File: config.mk
export PLATFORM = sky130hd
export DESIGN_NAME = gsrf_special
export DESIGN_NICKNAME = d
export VERILOG_FILES = /design/src/rtl/gsrf_pkg.sv /design/src/rtl/gsrf_special.sv
export SDC_FILE = /design/constraint.sdc
export NUM_CORES = 1
export LEC_CHECK = 0
export BUFFER_PORTS_ARGS = -buffer_cell sky130_fd_sc_hd__clkbuf_2
export CAP_MARGIN = 20
export CORE_MARGIN = 5
export CORE_UTILIZATION = 35
export CTS_CLUSTER_SIZE = 28
export DETAILED_ROUTE_END_ITERATION = 16
export GPL_TIMING_DRIVEN = 0
export SLEW_MARGIN = 20
export SYNTH_ARGS = -nofsm -noshare
export SYNTH_HDL_FRONTEND = slang
export SYNTH_SLANG_ARGS = --single-unit
export TNS_END_PERCENT = 10
File: constraint.sdc
create_clock -name clk -period 3.7 [get_ports clk]
set_input_delay 0.925 -clock clk [delete_from_list [all_inputs] [get_ports clk]]
set_output_delay 0.925 -clock clk [all_outputs]
set_load 0.005 [all_outputs]
File: src/rtl/gsrf_pkg.sv
// ----------------------------------------------------------------------------
// gsrf_pkg - scalar register file shared definitions
// Widths, request kinds, default special register numbers, reserved-hole
// decode and the reset contents of the register store.
// ----------------------------------------------------------------------------
`default_nettype none

package gsrf_pkg;

	localparam int DATA_W   = 32;
	localparam int IDX_W    = 8;
	localparam int LANE_W   = 6;
	localparam int DEPTH    = 256;
	localparam int NUM_SLOT = 6;

	localparam int VCC_INDEX_DEF   = 106;
	localparam int EXEC_INDEX_DEF  = 126;
	localparam int VCCZ_INDEX_DEF  = 251;
	localparam int EXECZ_INDEX_DEF = 252;

	typedef enum logic {
		KIND_READ  = 1'b0,
		KIND_WRITE = 1'b1
	} kind_t;

	// slot order inside the special register block
	localparam int SLOT_VCC_LO  = 0;
	localparam int SLOT_VCC_HI  = 1;
	localparam int SLOT_EXEC_LO = 2;
	localparam int SLOT_EXEC_HI = 3;
	localparam int SLOT_VCCZ    = 4;
	localparam int SLOT_EXECZ   = 5;

	typedef struct packed {
		logic              slot_hit;
		logic [DATA_W-1:0] slot_value;
		logic              derived;
		logic              derived_flag;
		logic              lane_active;
	} spec_t;

	function automatic logic is_hole(input logic [IDX_W-1:0] idx);
		logic hole;
		hole = 1'b0;
		if (idx == 8'd104 || idx == 8'd105 || idx == 8'd125 || idx == 8'd254)
			hole = 1'b1;
		if (idx >= 8'd209 && idx <= 8'd239)
			hole = 1'b1;
		if (idx >= 8'd248 && idx <= 8'd250)
			hole = 1'b1;
		return hole;
	endfunction

	function automatic logic [DATA_W-1:0] reset_value(input logic [IDX_W-1:0] idx);
		logic [DATA_W-1:0] v;
		logic [IDX_W-1:0]  off;
		v   = '0;
		off = '0;
		if (idx >= 8'd128 && idx <= 8'd192) begin
			off = idx - 8'd128;
			v   = {{(DATA_W-IDX_W){1'b0}}, off};
		end else if (idx >= 8'd193 && idx <= 8'd208) begin
			off = idx - 8'd193;
			v   = 32'hFFFF_FFFF - {{(DATA_W-IDX_W){1'b0}}, off};
		end else if (idx >= 8'd240 && idx <= 8'd247) begin
			case (idx[2:0])
				3'd0: v = 32'h3F00_0000;
				3'd1: v = 32'hBF00_0000;
				3'd2: v = 32'h3F80_0000;
				3'd3: v = 32'hBF80_0000;
				3'd4: v = 32'h4000_0000;
				3'd5: v = 32'hC000_0000;
				3'd6: v = 32'h4080_0000;
				3'd7: v = 32'hC080_0000;
				default: v = '0;
			endcase
		end
		return v;
	endfunction

endpackage

`default_nettype wire

File: src/rtl/gsrf_special.sv
// ----------------------------------------------------------------------------
// gsrf_special - VCC, EXEC, VCCZ and EXECZ shadow entries
// Flip-flop copies of the special registers: serve their reads, the lane
// exec bit and the zero flags, and apply the zero-flag refresh on writes.
// ----------------------------------------------------------------------------
`default_nettype none

module gsrf_special #(
	parameter int VCC_INDEX   = gsrf_pkg::VCC_INDEX_DEF,
	parameter int EXEC_INDEX  = gsrf_pkg::EXEC_INDEX_DEF,
	parameter int VCCZ_INDEX  = gsrf_pkg::VCCZ_INDEX_DEF,
	parameter int EXECZ_INDEX = gsrf_pkg::EXECZ_INDEX_DEF
) (
	input  wire logic                          clk,
	input  wire logic                          arst_n,
	input  wire logic                          upd,
	input  wire logic                          wr,
	input  wire logic [gsrf_pkg::IDX_W-1:0]    idx,
	input  wire logic [gsrf_pkg::DATA_W-1:0]   wdata,
	input  wire logic [gsrf_pkg::LANE_W-1:0]   lane,
	output gsrf_pkg::spec_t                    info
);

	localparam logic [gsrf_pkg::IDX_W-1:0] VccIdx   = gsrf_pkg::IDX_W'(VCC_INDEX);
	localparam logic [gsrf_pkg::IDX_W-1:0] VccHiIdx = gsrf_pkg::IDX_W'(VCC_INDEX + 1);
	localparam logic [gsrf_pkg::IDX_W-1:0] ExecIdx  = gsrf_pkg::IDX_W'(EXEC_INDEX);
	localparam logic [gsrf_pkg::IDX_W-1:0] ExecHiIdx = gsrf_pkg::IDX_W'(EXEC_INDEX + 1);
	localparam logic [gsrf_pkg::IDX_W-1:0] VcczIdx  = gsrf_pkg::IDX_W'(VCCZ_INDEX);
	localparam logic [gsrf_pkg::IDX_W-1:0] ExeczIdx = gsrf_pkg::IDX_W'(EXECZ_INDEX);

	logic [gsrf_pkg::IDX_W-1:0]  slot_idx [gsrf_pkg::NUM_SLOT];
	logic [gsrf_pkg::DATA_W-1:0] slot_q   [gsrf_pkg::NUM_SLOT];
	logic [gsrf_pkg::DATA_W-1:0] step1    [gsrf_pkg::NUM_SLOT];
	logic [gsrf_pkg::DATA_W-1:0] step2    [gsrf_pkg::NUM_SLOT];
	logic [gsrf_pkg::DATA_W-1:0] step3    [gsrf_pkg::NUM_SLOT];
	logic                        trig_v;
	logic                        trig_e;
	logic                        pz_v;
	logic                        pz_e;
	logic [gsrf_pkg::DATA_W-1:0] exec_word;

	always_comb begin
		slot_idx[gsrf_pkg::SLOT_VCC_LO]  = VccIdx;
		slot_idx[gsrf_pkg::SLOT_VCC_HI]  = VccHiIdx;
		slot_idx[gsrf_pkg::SLOT_EXEC_LO] = ExecIdx;
		slot_idx[gsrf_pkg::SLOT_EXEC_HI] = ExecHiIdx;
		slot_idx[gsrf_pkg::SLOT_VCCZ]    = VcczIdx;
		slot_idx[gsrf_pkg::SLOT_EXECZ]   = ExeczIdx;
	end

	// apply the register write, then the VCCZ refresh, then the EXECZ refresh
	always_comb begin
		trig_v = wr && (idx == VccIdx || idx == VccHiIdx);
		trig_e = wr && (idx == ExecIdx || idx == ExecHiIdx);
		for (int i = 0; i < gsrf_pkg::NUM_SLOT; i++)
			step1[i] = (wr && slot_idx[i] == idx) ? wdata : slot_q[i];
		pz_v = (step1[gsrf_pkg::SLOT_VCC_LO] == '0) && (step1[gsrf_pkg::SLOT_VCC_HI] == '0);
		for (int i = 0; i < gsrf_pkg::NUM_SLOT; i++)
			step2[i] = (trig_v && slot_idx[i] == VcczIdx) ?
				{{(gsrf_pkg::DATA_W-1){1'b0}}, pz_v} : step1[i];
		pz_e = (step2[gsrf_pkg::SLOT_EXEC_LO] == '0) && (step2[gsrf_pkg::SLOT_EXEC_HI] == '0);
		for (int i = 0; i < gsrf_pkg::NUM_SLOT; i++)
			step3[i] = (trig_e && slot_idx[i] == ExeczIdx) ?
				{{(gsrf_pkg::DATA_W-1){1'b0}}, pz_e} : step2[i];
	end

	always_ff @(posedge clk or negedge arst_n) begin
		if (!arst_n) begin
			for (int i = 0; i < gsrf_pkg::NUM_SLOT; i++)
				slot_q[i] <= gsrf_pkg::reset_value(slot_idx[i]);
		end else if (upd) begin
			for (int i = 0; i < gsrf_pkg::NUM_SLOT; i++)
				slot_q[i] <= step3[i];
		end
	end

	always_comb begin
		info.slot_hit   = 1'b0;
		info.slot_value = '0;
		for (int i = 0; i < gsrf_pkg::NUM_SLOT; i++) begin
			if (slot_idx[i] == idx) begin
				info.slot_hit   = 1'b1;
				info.slot_value = slot_q[i];
			end
		end
		info.derived      = (idx == VcczIdx) || (idx == ExeczIdx);
		if (idx == VcczIdx)
			info.derived_flag = (slot_q[gsrf_pkg::SLOT_VCC_LO] == '0) &&
				(slot_q[gsrf_pkg::SLOT_VCC_HI] == '0);
		else
			info.derived_flag = (slot_q[gsrf_pkg::SLOT_EXEC_LO] == '0) &&
				(slot_q[gsrf_pkg::SLOT_EXEC_HI] == '0);
		exec_word = lane[gsrf_pkg::LANE_W-1] ? slot_q[gsrf_pkg::SLOT_EXEC_HI] :
			slot_q[gsrf_pkg::SLOT_EXEC_LO];
		info.lane_active = exec_word[lane[gsrf_pkg::LANE_W-2:0]];
	end

endmodule

`default_nettype wire

# After elaboration in Yosys (flattened, before gate mapping)
# Index checks and enable logic that the tools add are counted.
# op_classes
order_cmp	1
eq_ne	12
n_reduce_logical	27
n_mux	18
# ops
op	count
$mux W32	9
$logic_not A32 Y1	8
$mux W33	6
$eq A7 B8 Y1 const A	4
$eq A8 B7 Y1 const B	4
$eq A8 B8 Y1 const A	2
$eq A8 B8 Y1 const B	2
$logic_and A1 B1 Y1	12
$lt A5 B6 Y1 const B	1
$bmux W1 S5	1
$reduce_and A2 Y1	2
$reduce_bool A2 Y1	2
$logic_or A1 B1 Y1	3
$mux W1	2
# totals
input_bits	50
output_inout_bits	36
regBits	192

# Logic depth before layout (Yosys ltp)
# Gate-level depths: netlist (run 1).
# logic_depth
depth_word	7
mapped_depth	7

# Least setup slack after synthesis (run 1)
# No wires, ideal clock.
# synth_path
path_kind	input -> output
from	in lane[0] in the netlist's numbering
to	out info[0] in the netlist's numbering
path_buffers	2
path_stages	7
path_slack_ps	275
t_required_ps	2775
t_arrival_ps	2500
path_cell_list	buf_2 > buf_2 > mux4_2 > a22oi_1 > nand3_1 > a211oi_1 > nor2_1
# synth_rtl
item	line	source
start, declared	gsrf_special.sv:20	input wire logic [gsrf_pkg::LANE_W-1:0] lane,
end, declared	gsrf_special.sv:21	output gsrf_pkg::spec_t info

==> results.py, run 1 <==
metrics = {
    "floorplan": {
        "ios": 86,
        "core_area_um2": 26100,
        "core.rowCount": 59,
        "design.die.area_um2": 30000,
        "die_width_um": 173,
        "die_h_um": 173,
        "initial_cell_density_of_the_core_pct": 35.7,
    },
    "place": {
        "portBuffers": 78,
        "placedInstanceArea_um2": 10200,
        "dp_hpwl_um": 24400,
        "globalplace.congestion": 0.961,
    },
    "worst_setup_path": {
        "worst-r2r-cell-count": 5,
        "worst_r2r_startpoint": "slot_q[177]",
        "path_max_fanout": 10,
        "timing.critical_path.slowest_stage_cell": "sky130_fd_sc_hd__nand4bb_2",
        "path_cells": "clkbuf_2, nand4bb_2, nor3_4, clkbuf_2, a222oi_1, nand2_1, clkbuf_2",
        "path_common_cell": "sky130_fd_sc_hd__clkbuf_2",
        "r2r_setup_slk_ns": 1.59,
        "setup.worst_path.class": "primary input to output port",
        "buf_inv_stages_crit_path": 3,
        "crit_reg_reg_endpoint": "slot_q[32]",
        "worst_setup_path_start": "idx[4]",
        "worst_setup_path_endpoint": "info[25]",
        "worst-endpoint-arrival_ns": 2.71,
        "endpoint_kind": "output port",
        "worst-endpoint-required_ns": 2.77,
        "path_delay_family": "simple AND/OR/NAND/NOR gates",
        "critical_path.max_stage_delay_ns": 0.44,
        "critical_path_depth": 7,
        "worst_setup_path_start_kind": "primary input",
    },
    "synth": {
        "synth.top_cell.area_share_pct": 51.6,
        "synthesis.instances": 785,
        "post_synth.cell_area_avg_um2": 11.9,
        "synth-seq-area-share_pct": 51.6,
        "synth.ff_latch_count": 192,
        "fraction_of_registers_with_async_set_or_reset_after_synthesis_pct": 100,
        "netlist_area_um2": 9320,
        "synth_fp_nets": 835,
        "edff_count_synth": 0,
        "ys_top_cells_by_area": "sky130_fd_sc_hd__dfrtp_1, sky130_fd_sc_hd__mux2_2, sky130_fd_sc_hd__a222oi_1",
        "synth-warning-count": 0,
        "synth_largest_area_cell": "sky130_fd_sc_hd__dfrtp_1",
        "ys.flop_type": "sky130_fd_sc_hd__dfrtp_1",
        "synthDistinctLibCells": 52,
    },
    "routing": {
        "num_vias": 7796,
        "first_iter_violations": 1078,
        "drt_wl_total_um": 34000,
        "route.detailed.drc": 0,
        "drt_first_pass_iters": 6,
        "post_drt_wl_per_cell_um": 27.4,
        "detail_routed_via_count_per_cell": 6.30,
        "number_of_antenna_violating_nets_in_the_routed_design": 0,
    },
    "power": {
        "peakVddDrop_mv": 0.249,
        "cellPowerDensity_nw_per_um2": 417,
        "power_leakage_nw": 5.34,
        "post-layout-total-power_mw": 4.60,
    },
    "clock_tree": {
        "cts_max_level": 4,
        "worstSkewPairLatency_ns": 0.45,
        "cts_hold_buffers": 0,
        "tritoncts_num_sinks": 192,
        "cts_inserted_buffers": 17,
        "clk_pin_slew_worst_paths_ns": 0.08,
        "cts_tree": "built",
        "cts_root_buf": "sky130_fd_sc_hd__clkbuf_16",
        "cts_buffer_depth": 2,
    },
    "finish": {
        "synth_to_final_area_change_pct": 18.3,
        "num-fill-cells": 2508,
        "fraction_of_layout_cells_with_a_size_suffix_above_1_pct": 35.2,
        "final_area_um2": 11000,
        "nets": 940,
        "largest_register": "slot_q",
        "antenna_cells": 0,
        "largest_register_ffs": 192,
        "final_standard_cell_utilization_of_the_core_pct": 42.2,
        "largest_registers": "slot_q (192)",
    },
    "status": {
        "outcome": "completed",
    },
    "run": {
        "cap_viol_max_count": 0,
    },
    "timing": {
        "setup_repair_after_global_routing_missed_its_margin": "no",
        "worst_slew_pin_slew_ns": 1.01,
        "worst_slew_margin_rel_pct": 32.0,
        "setup_violations": 0,
        "finalSetupTns_ns": 0,
        "period_minus_slack_ns": 3.63,
        "fmax_mhz": 275,
        "hold_violations": 0,
        "clock-skew-final_ns": 0.0118,
        "report.final.slew_viol_count": 0,
        "final.period_utilization_pct": 98.1,
    },
    "grt": {
        "number_of_global_route_vias_before_repair": 7773,
        "total_congestion_overflow": 0,
        "globalRouteTotalUtil_pct": 22.3,
        "grt_pass1_wl_um": 50800,
        "initial_antenna_violation_count": 2,
        "grt_start_max_net_pins": 84,
    },
    "hold_path": {
        "hold_path.class": "primary input to asynchronous set/reset pin",
    },
}
worst min path at each step:
| stage | start | to | cells after the start |
|---|---|---|---|
| floorplan | slot_q[31] | slot_q[31] | 2 |
| global placement | slot_q[28] | slot_q[28] | 2 |
| detailed placement | slot_q[8] | slot_q[8] | 2 |
| CTS | arst_n | slot_q[114] | 1 |
| global route | arst_n | slot_q[50] | 1 |
| finish | arst_n | slot_q[114] | 1 |
kinds of logic (layout without fill, tap and decap cells):
family          count (synthesis)  in the layout  synth area share (%)
compound gates                154            154                  13.6
mux                           147            147                  19.7
flops                         192            192                  51.6
simple gates                  227            227                  12.2
buf+inv                        65            183                  2.91
routing by layer:
layer | up-vias | wire [µm] | GRT usage [%]
met5 | - | 26 | 0
met4 | 4 | 1120 | 8.58
met3 | 71 | 2970 | 5.92
met2 | 391 | 15200 | 32.9
met1 | 4016 | 14600 | 31.4
li1 | 3314 | - | -
cells in the final DEF, fill, tap and decap left out, types with 3 or more instances in the layout:
cell type	instances
sky130_fd_sc_hd__buf_1	3
sky130_fd_sc_hd__or4_1	8
sky130_fd_sc_hd__nor4_2	4
sky130_fd_sc_hd__buf_2	12
sky130_fd_sc_hd__clkbuf_16	17
sky130_fd_sc_hd__nor3b_1	4
sky130_fd_sc_hd__o21ai_0	31
sky130_fd_sc_hd__inv_8	4
sky130_fd_sc_hd__inv_1	3
sky130_fd_sc_hd__buf_4	12
sky130_fd_sc_hd__nand2_1	103
sky130_fd_sc_hd__nor3_1	13
sky130_fd_sc_hd__mux2_2	126
sky130_fd_sc_hd__a22o_1	31
sky130_fd_sc_hd__mux4_2	16
sky130_fd_sc_hd__clkbuf_2	91
sky130_fd_sc_hd__nand3_1	11
sky130_fd_sc_hd__a222oi_1	62
sky130_fd_sc_hd__clkbuf_4	6
sky130_fd_sc_hd__nor3_4	3
sky130_fd_sc_hd__inv_6	5
sky130_fd_sc_hd__nand4_1	10
sky130_fd_sc_hd__a22oi_1	5
sky130_fd_sc_hd__o21ai_1	3
sky130_fd_sc_hd__nor4_1	28
sky130_fd_sc_hd__a21oi_1	3
sky130_fd_sc_hd__clkbuf_8	3
sky130_fd_sc_hd__or3_1	6
sky130_fd_sc_hd__dfrtp_1	192
sky130_fd_sc_hd__mux2_1	3
sky130_fd_sc_hd__a211oi_1	6
sky130_fd_sc_hd__clkbuf_1	20
sky130_fd_sc_hd__nor2_1	16
cell type report:
| type | instances | area, µm² | area share (%) |
|---|---|---|---|
| flip-flops and latches | 192 | 4800 | 43.6 |
| multi-input cells | 528 | 4350 | 39.4 |
| repair buffers | 88 | 514 | 4.67 |
| clock buffers | 19 | 453 | 4.11 |
| well taps | 335 | 419 | 3.80 |
| plain buffers | 60 | 312 | 2.83 |
| clock inverters | 13 | 161 | 1.46 |
| inverters | 3 | 11.3 | 0.102 |
cells in the mapped netlist, types with 8 or more instances:
library cell and count:
sky130_fd_sc_hd__or4_1 8, sky130_fd_sc_hd__nor4_1 33, sky130_fd_sc_hd__a222oi_1 62, sky130_fd_sc_hd__nand3_1 12, sky130_fd_sc_hd__nor3_1 15, sky130_fd_sc_hd__a22o_1 31, sky130_fd_sc_hd__o21ai_0 32, sky130_fd_sc_hd__nand4_1 10
sky130_fd_sc_hd__nor2_1 17, sky130_fd_sc_hd__mux2_2 126, sky130_fd_sc_hd__dfrtp_1 192, sky130_fd_sc_hd__mux4_2 16, sky130_fd_sc_hd__nand2_1 103, sky130_fd_sc_hd__buf_2 13, sky130_fd_sc_hd__clkbuf_1 43
stage by stage:
| stage | cells | worst slack, ns | hold WS, ns |
|---|---|---|---|
| finish | 1238 | 0.0698 | 0.386 |
| global route | 1238 | 0.0162 | 0.384 |
| CTS | 1235 | 0.00793 | 0.377 |
| detailed placement | 1200 | -0.730 | 0.472 |
| global placement | 1198 | -2.12 | 0.462 |
| floorplan | 785 | 0.275 | 0.450 |
what timing repair did:
item                       4_1_cts  5_1_grt
gates cloned                     0        0
resized for setup               36       21
setup endpoints to repair       36       32
buffers inserted                 4        4
pin swaps                        0        2
report_power, final:
group	internal [mW]	switching, mW	total, mW
sequential	2.17	0.0665	2.23
combinational	0.145	0.250	0.395
clock	1.06	0.910	1.97
total	3.37	1.23	4.60
Power figures use the tool's default switching activity.
==> run 2: changes to the inputs <==
ABC_AREA = 1   (was default)
CORE_MARGIN = default   (was 5)
CTS_BUF_LIST = sky130_fd_sc_hd__clkbuf_4 sky130_fd_sc_hd__clkbuf_8   (was default)
==> results.py, run 2 <==
metrics = {
    "synth": {
        "post_synthesis_xor_xnor_area_fraction_pct": 0,
        "ys_top_cells_by_area": "sky130_fd_sc_hd__dfrtp_1, sky130_fd_sc_hd__nand2_1, sky130_fd_sc_hd__o21ai_0",
        "synth-warning-count": 0,
        "post_synth.cell_area_avg_um2": 7.07,
        "synth.ff_latch_count": 192,
        "main_combinational_cell_family_by_area_after_synthesis": "simple AND/OR/NAND/NOR gates",
        "synth_fp_nets": 1668,
        "ys.flop_type": "sky130_fd_sc_hd__dfrtp_1",
        "synth-seq-area-share_pct": 42.0,
        "synthesis.instances": 1618,
        "synth_cell_count_leaders": "sky130_fd_sc_hd__nand2_1, sky130_fd_sc_hd__o21ai_0, sky130_fd_sc_hd__dfrtp_1",
        "fraction_of_registers_with_async_set_or_reset_after_synthesis_pct": 100,
        "synthAdderAreaFrac_pct": 0,
        "edff_count_synth": 0,
        "post_synth_mux_area_share_pct": 0,
        "synthMostInstantiatedCell": "sky130_fd_sc_hd__nand2_1",
        "synth_simple_gate_area_share_pct": 26.4,
        "synth_largest_area_cell": "sky130_fd_sc_hd__dfrtp_1",
        "synth.top_cell.area_share_pct": 42.0,
        "compound_gate_portion_of_the_synthesized_area_pct": 22.3,
        "netlist_area_um2": 11400,
        "synthDistinctLibCells": 31,
    },
    "clock_tree": {
        "cts_buffer_depth": 2,
        "cts_hold_buffers": 0,
        "cts_root_buf": "sky130_fd_sc_hd__clkbuf_8",
        "cts_max_level": 4,
        "tritoncts_num_sinks": 192,
        "cts_inserted_buffers": 17,
        "cts_tree": "built",
        "clk_pin_slew_worst_paths_ns": 0.12,
        "worstSkewPairLatency_ns": 0.51,
    },
    "finish": {
        "synth_to_final_area_change_pct": 14.0,
        "mostFrequentLayoutCell": "sky130_fd_sc_hd__nand2_1",
        "fraction_of_layout_cells_with_a_size_suffix_above_1_pct": 11.8,
        "nets": 1774,
        "largest_register_ffs": 192,
        "largest_registers": "slot_q (192)",
        "largest_register": "slot_q",
        "final_area_um2": 13000,
        "antenna_cells": 0,
        "mostFrequentLayoutCells": "sky130_fd_sc_hd__nand2_1, sky130_fd_sc_hd__o21ai_0, sky130_fd_sc_hd__dfrtp_1",
    },
    "status": {
        "outcome": "complete, but fails checks",
        "failed_checks": "setup timing",
    },
    "worst_setup_path": {
        "critical_path.max_stage_delay_ns": 0.33,
        "r2r_setup_slk_ns": 1.86,
        "path_common_cell": "sky130_fd_sc_hd__clkbuf_2",
        "path_max_fanout": 10,
        "setup.worst_path.class": "primary input to output port",
        "worst-endpoint-required_ns": 2.77,
        "worst-r2r-cell-count": 11,
        "timing.critical_path.slowest_stage_cell": "sky130_fd_sc_hd__o22ai_1",
        "endpoint_kind": "output port",
        "crit_reg_reg_endpoint": "slot_q[0]",
        "worst_setup_path_start_kind": "primary input",
        "worst-endpoint-arrival_ns": 2.83,
        "path_cells": "clkbuf_2, inv_1, nand2_2, nor2_4, nand2_1, clkbuf_2, buf_2, o22ai_1, a21oi_1, o2111ai_1, clkbuf_2",
        "worst_r2r_startpoint": "slot_q[88]",
    },
    "timing": {
        "setup_repair_after_global_routing_missed_its_margin": "yes",
        "final_critical_path_setup_slack_ns": -0.0506,
        "finalHoldWorstSlack_ns": 0.301,
        "hold_violations": 0,
        "final.period_utilization_pct": 101,
        "finalSetupTns_ns": -0.0974,
        "report.final.slew_viol_count": 0,
        "setup_violations": 3,
        "period_minus_slack_ns": 3.75,
        "fmax_mhz": 267,
        "worst_slew_pin_slew_ns": 0.862,
        "worst_slew_margin_rel_pct": 42.5,
        "clock-skew-final_ns": 0.0205,
    },
    "place": {
        "dp_hpwl_um": 38700,
        "globalplace.congestion": 0.974,
        "placedInstanceArea_um2": 12500,
        "portBuffers": 83,
    },
    "routing": {
        "number_of_antenna_violating_nets_in_the_routed_design": 0,
        "detail_routed_via_count_per_cell": 5.71,
        "first_iter_violations": 1467,
        "drt_first_pass_iters": 6,
        "num_vias": 12408,
        "route.detailed.drc": 0,
        "drt_wl_total_um": 49300,
        "post_drt_wl_per_cell_um": 22.7,
    },
    "grt": {
        "grt_pass1_wl_um": 74500,
        "number_of_global_route_vias_before_repair": 11822,
        "total_congestion_overflow": 0,
        "initial_antenna_violation_count": 0,
        "grt_start_max_net_pins": 83,
        "globalRouteTotalUtil_pct": 30.2,
    },
    "floorplan": {
        "die_h_um": 183,
        "core_area_um2": 31900,
        "ios": 86,
        "initial_cell_density_of_the_core_pct": 35.9,
        "core.rowCount": 65,
        "die_width_um": 183,
        "design.die.area_um2": 33400,
    },
    "power": {
        "peakVddDrop_mv": 0.229,
        "cellPowerDensity_nw_per_um2": 427,
        "power_leakage_nw": 6.23,
    },
    "run": {
        "cap_viol_max_count": 0,
    },
    "hold_path": {
        "hold_path.class": "primary input to asynchronous set/reset pin",
    },
}
run 2: power by group:
part,switching (mW),internal (mW),leakage [nW]
clock,0.871,0.756,0.216
combinational,0.861,0.410,3.46
sequential,0.297,2.37,2.55
total,2.03,3.54,6.23
run 2: metal layers:
layer	global-route usage (%)	wire (µm)
met1	42.0	21100
met2	48.0	22600
met3	4.31	4300
met4	10.6	1400
met5	0	0
run 2: critical path: cells and delay by family:
kind,cells,cell delay [ns]
simple gates,3,0.46
buf+inv,5,0.87
compound gates,3,0.56
run 2: repair_timing:
action / CTS / global route
pin swaps: 1 / 0
hold endpoints to repair: 0 / 0
cloned: 0 / 0
setup buffers: 2 / 0
resized for setup: 18 / 20
setup endpoints to repair: 33 / 30
run 2: cells by family (layout without fill, tap and decap cells):
| family | count (synthesis) | in the layout |
|---|---|---|
| and+or+nand+nor | 719 | 719 |
| AOI/OAI and AO/OA | 444 | 444 |
| buffers and inverters | 263 | 382 |
| DFF | 192 | 192 |
run 2: cell type report:
cell class / instances / area [µm²]
clock buffers: 18 / 241
clock inverters: 14 / 203
flip-flops and latches: 192 / 4800
plain buffers: 104 / 490
well taps: 435 / 544
repair buffers: 87 / 494
inverters: 159 / 602
multi-input cells: 1163 / 5660
fillers: 3420 / 18800
run 2: per-stage QoR:
| stage | power, mW | util (%) | cells | setup slack [ns] |
|---|---|---|---|---|
| global route | 5.83 | 40.9 | 2172 | -0.101 |
| CTS | 5.51 | 40.7 | 2172 | -0.0537 |
| detailed placement | 3.92 | 39.1 | 2138 | -0.515 |
| floorplan | 3.40 | - | 1618 | 0.638 |
| global placement | 3.90 | 38.9 | 2136 | -2.27 |
| finish | 5.57 | 40.9 | 2172 | -0.0506 |
run 2: worst max path at each step:
stage	startpoint	slack, ns	endpoint
floorplan	idx[2]	0.64	info[11]
global placement	arst_n	-2.27	slot_q[162]
detailed placement	idx[2]	-0.52	info[35]
CTS	idx[2]	-0.05	info[15]
global route	idx[0]	-0.10	info[21]
finish	idx[0]	-0.05	info[23]
==> run 3: changes to the inputs <==
ABC_AREA = default   (was 1)
==> results.py, run 3 (same netlist as run 1, synthesis figures left out) <==
metrics = {
    "finish": {
        "synth_to_final_area_change_pct": 15.8,
        "num-fill-cells": 2513,
        "largest_register_ffs": 192,
        "nets": 937,
        "layout.area.seq_um2": 4800,
        "mostFrequentLayoutCell": "sky130_fd_sc_hd__dfrtp_1",
        "multi_input_logic_area_um2": 4350,
        "mostFrequentLayoutCells": "sky130_fd_sc_hd__dfrtp_1, sky130_fd_sc_hd__mux2_2, sky130_fd_sc_hd__nand2_1",
        "fraction_of_layout_cells_with_a_size_suffix_above_1_pct": 34.9,
        "largest_register": "slot_q",
        "largest_registers": "slot_q (192)",
    },
    "clock_tree": {
        "cts_max_level": 4,
        "cts_root_buf": "sky130_fd_sc_hd__clkbuf_8",
        "cts_inserted_buffers": 17,
        "cts_hold_buffers": 0,
        "clk_pin_slew_worst_paths_ns": 0.10,
        "tritoncts_num_sinks": 192,
        "worstSkewPairLatency_ns": 0.48,
        "cts_buffer_depth": 2,
        "cts_tree": "built",
    },
    "timing": {
        "setup_repair_after_global_routing_missed_its_margin": "yes",
        "hold_violations": 0,
        "setup_violations": 0,
        "final.period_utilization_pct": 98.6,
        "worst_slew_pin_slew_ns": 1.18,
        "finalHoldWorstSlack_ns": 0.357,
        "period_minus_slack_ns": 3.65,
        "report.final.slew_viol_count": 0,
        "clock-skew-final_ns": 0.0194,
        "worst_slew_margin_rel_pct": 20.8,
        "fmax_mhz": 274,
        "finalSetupTns_ns": 0,
    },
    "routing": {
        "detail_routed_via_count_per_cell": 6.33,
        "num_vias": 7814,
        "post_drt_wl_per_cell_um": 26.8,
        "number_of_antenna_violating_nets_in_the_routed_design": 0,
        "drt_first_pass_iters": 6,
        "route.detailed.drc": 0,
        "first_iter_violations": 1116,
        "drt_wl_total_um": 33100,
    },
    "place": {
        "portBuffers": 78,
        "dp_hpwl_um": 24000,
        "globalplace.congestion": 0.980,
    },
    "run": {
        "cap_viol_max_count": 0,
    },
    "worst_setup_path": {
        "worst-endpoint-arrival_ns": 2.72,
        "critical_path_depth": 7,
        "setup.worst_path.class": "primary input to output port",
        "path_max_fanout": 10,
        "r2r_setup_slk_ns": 1.64,
        "path_common_cell": "sky130_fd_sc_hd__clkbuf_2",
        "worst-r2r-cell-count": 5,
        "worst_setup_path_start": "idx[4]",
        "timing.critical_path.slowest_stage_cell": "sky130_fd_sc_hd__nand4bb_2",
        "worst_r2r_startpoint": "slot_q[191]",
        "worst-endpoint-required_ns": 2.77,
        "endpoint_kind": "output port",
        "crit_reg_reg_endpoint": "slot_q[32]",
        "worst_setup_path_endpoint": "info[25]",
        "path_cells": "clkbuf_2, nand4bb_2, nor3_4, clkbuf_2, a222oi_1, nand2_1, clkbuf_2",
        "buf_inv_stages_crit_path": 3,
        "critical_path.max_stage_delay_ns": 0.46,
        "worst_setup_path_start_kind": "primary input",
        "path_delay_family": "simple AND/OR/NAND/NOR gates",
    },
    "power": {
        "power.combinational.fraction_pct": 9.7,
        "power_switching_share_pct": 27.6,
        "peakVddDrop_mv": 0.222,
        "power_leakage_nw": 5.23,
        "cellPowerDensity_nw_per_um2": 378,
        "internal_power_summed_over_all_cells_mw": 2.95,
        "clockPowerShare_pct": 35.5,
        "p_sw_mw": 1.12,
        "power.sequential.fraction_pct": 54.8,
    },
    "floorplan": {
        "die_width_um": 165,
        "core.rowCount": 59,
        "design.die.area_um2": 27300,
        "core_area_um2": 26100,
        "initial_cell_density_of_the_core_pct": 35.8,
        "die_h_um": 165,
        "ios": 86,
    },
    "grt": {
        "grt_pass1_wl_um": 49400,
        "number_of_global_route_vias_before_repair": 7670,
        "globalRouteTotalUtil_pct": 24.9,
        "total_congestion_overflow": 0,
        "initial_antenna_violation_count": 1,
        "grt_start_max_net_pins": 83,
    },
    "hold_path": {
        "hold_path.class": "primary input to asynchronous set/reset pin",
    },
    "status": {
        "outcome": "completed",
    },
}
==> run 3: through the flow <==
step	setup WS [ns]	instances	area (µm²)	total power [mW]	util (%)
floorplan	0.275	785	9320	2.43	-
global placement	-2.15	1198	10100	2.64	38.9
detailed placement	-0.665	1201	10200	2.65	39.1
CTS	0.00273	1233	10700	4.08	41.1
global route	-0.0198	1234	10800	4.21	41.4
finish	0.0502	1235	10800	4.08	41.4
==> run 3: layout make-up <==
class | instances | share of cell area, %
diodes | 1 | 0.0232
plain buffers | 61 | 2.97
clock buffers | 19 | 2.37
clock inverters | 12 | 1.38
inverters | 3 | 0.104
multi-input cells | 528 | 40.3
flip-flops and latches | 192 | 44.5
well taps | 335 | 3.88
repair buffers | 84 | 4.46
==> run 3: how the worst min path moves through the flow <==
stage               start    endpoint  depth (start not counted)
3_3_place_gp   slot_q[14]  slot_q[14]                          2
5_1_grt            arst_n  slot_q[18]                          1
2_1_floorplan  slot_q[31]  slot_q[31]                          2
6_report           arst_n  slot_q[15]                          1
3_5_place_dp   slot_q[18]  slot_q[18]                          2
4_1_cts            arst_n  slot_q[15]                          1
==> run 3: timing repair <==
item | 4_1_cts | 5_1_grt
gates resized for setup | 38 | 21
setup buffers | 1 | 2
pin swaps | 1 | 2
endpoints found under the setup margin | 36 | 32
==> run 3: power groups by stage <==
stage	combinational, mW	sequential [mW]	clock (mW)
after floorplan	0.184	2.24	0
after global placement	0.368	2.27	0
after detailed placement	0.379	2.27	0
after CTS	0.386	2.23	1.47
after global routing	0.430	2.24	1.54
final	0.395	2.23	1.45
==> run 3: layer usage <==
layer,global-route usage (%),share of wire [%],vias to the layer above
met1,35.8,43,4037
met3,4.42,9.3,56
met4,6.84,2.0,0
met2,38.4,46,429
met5,0,0,-
li1,-,-,3292
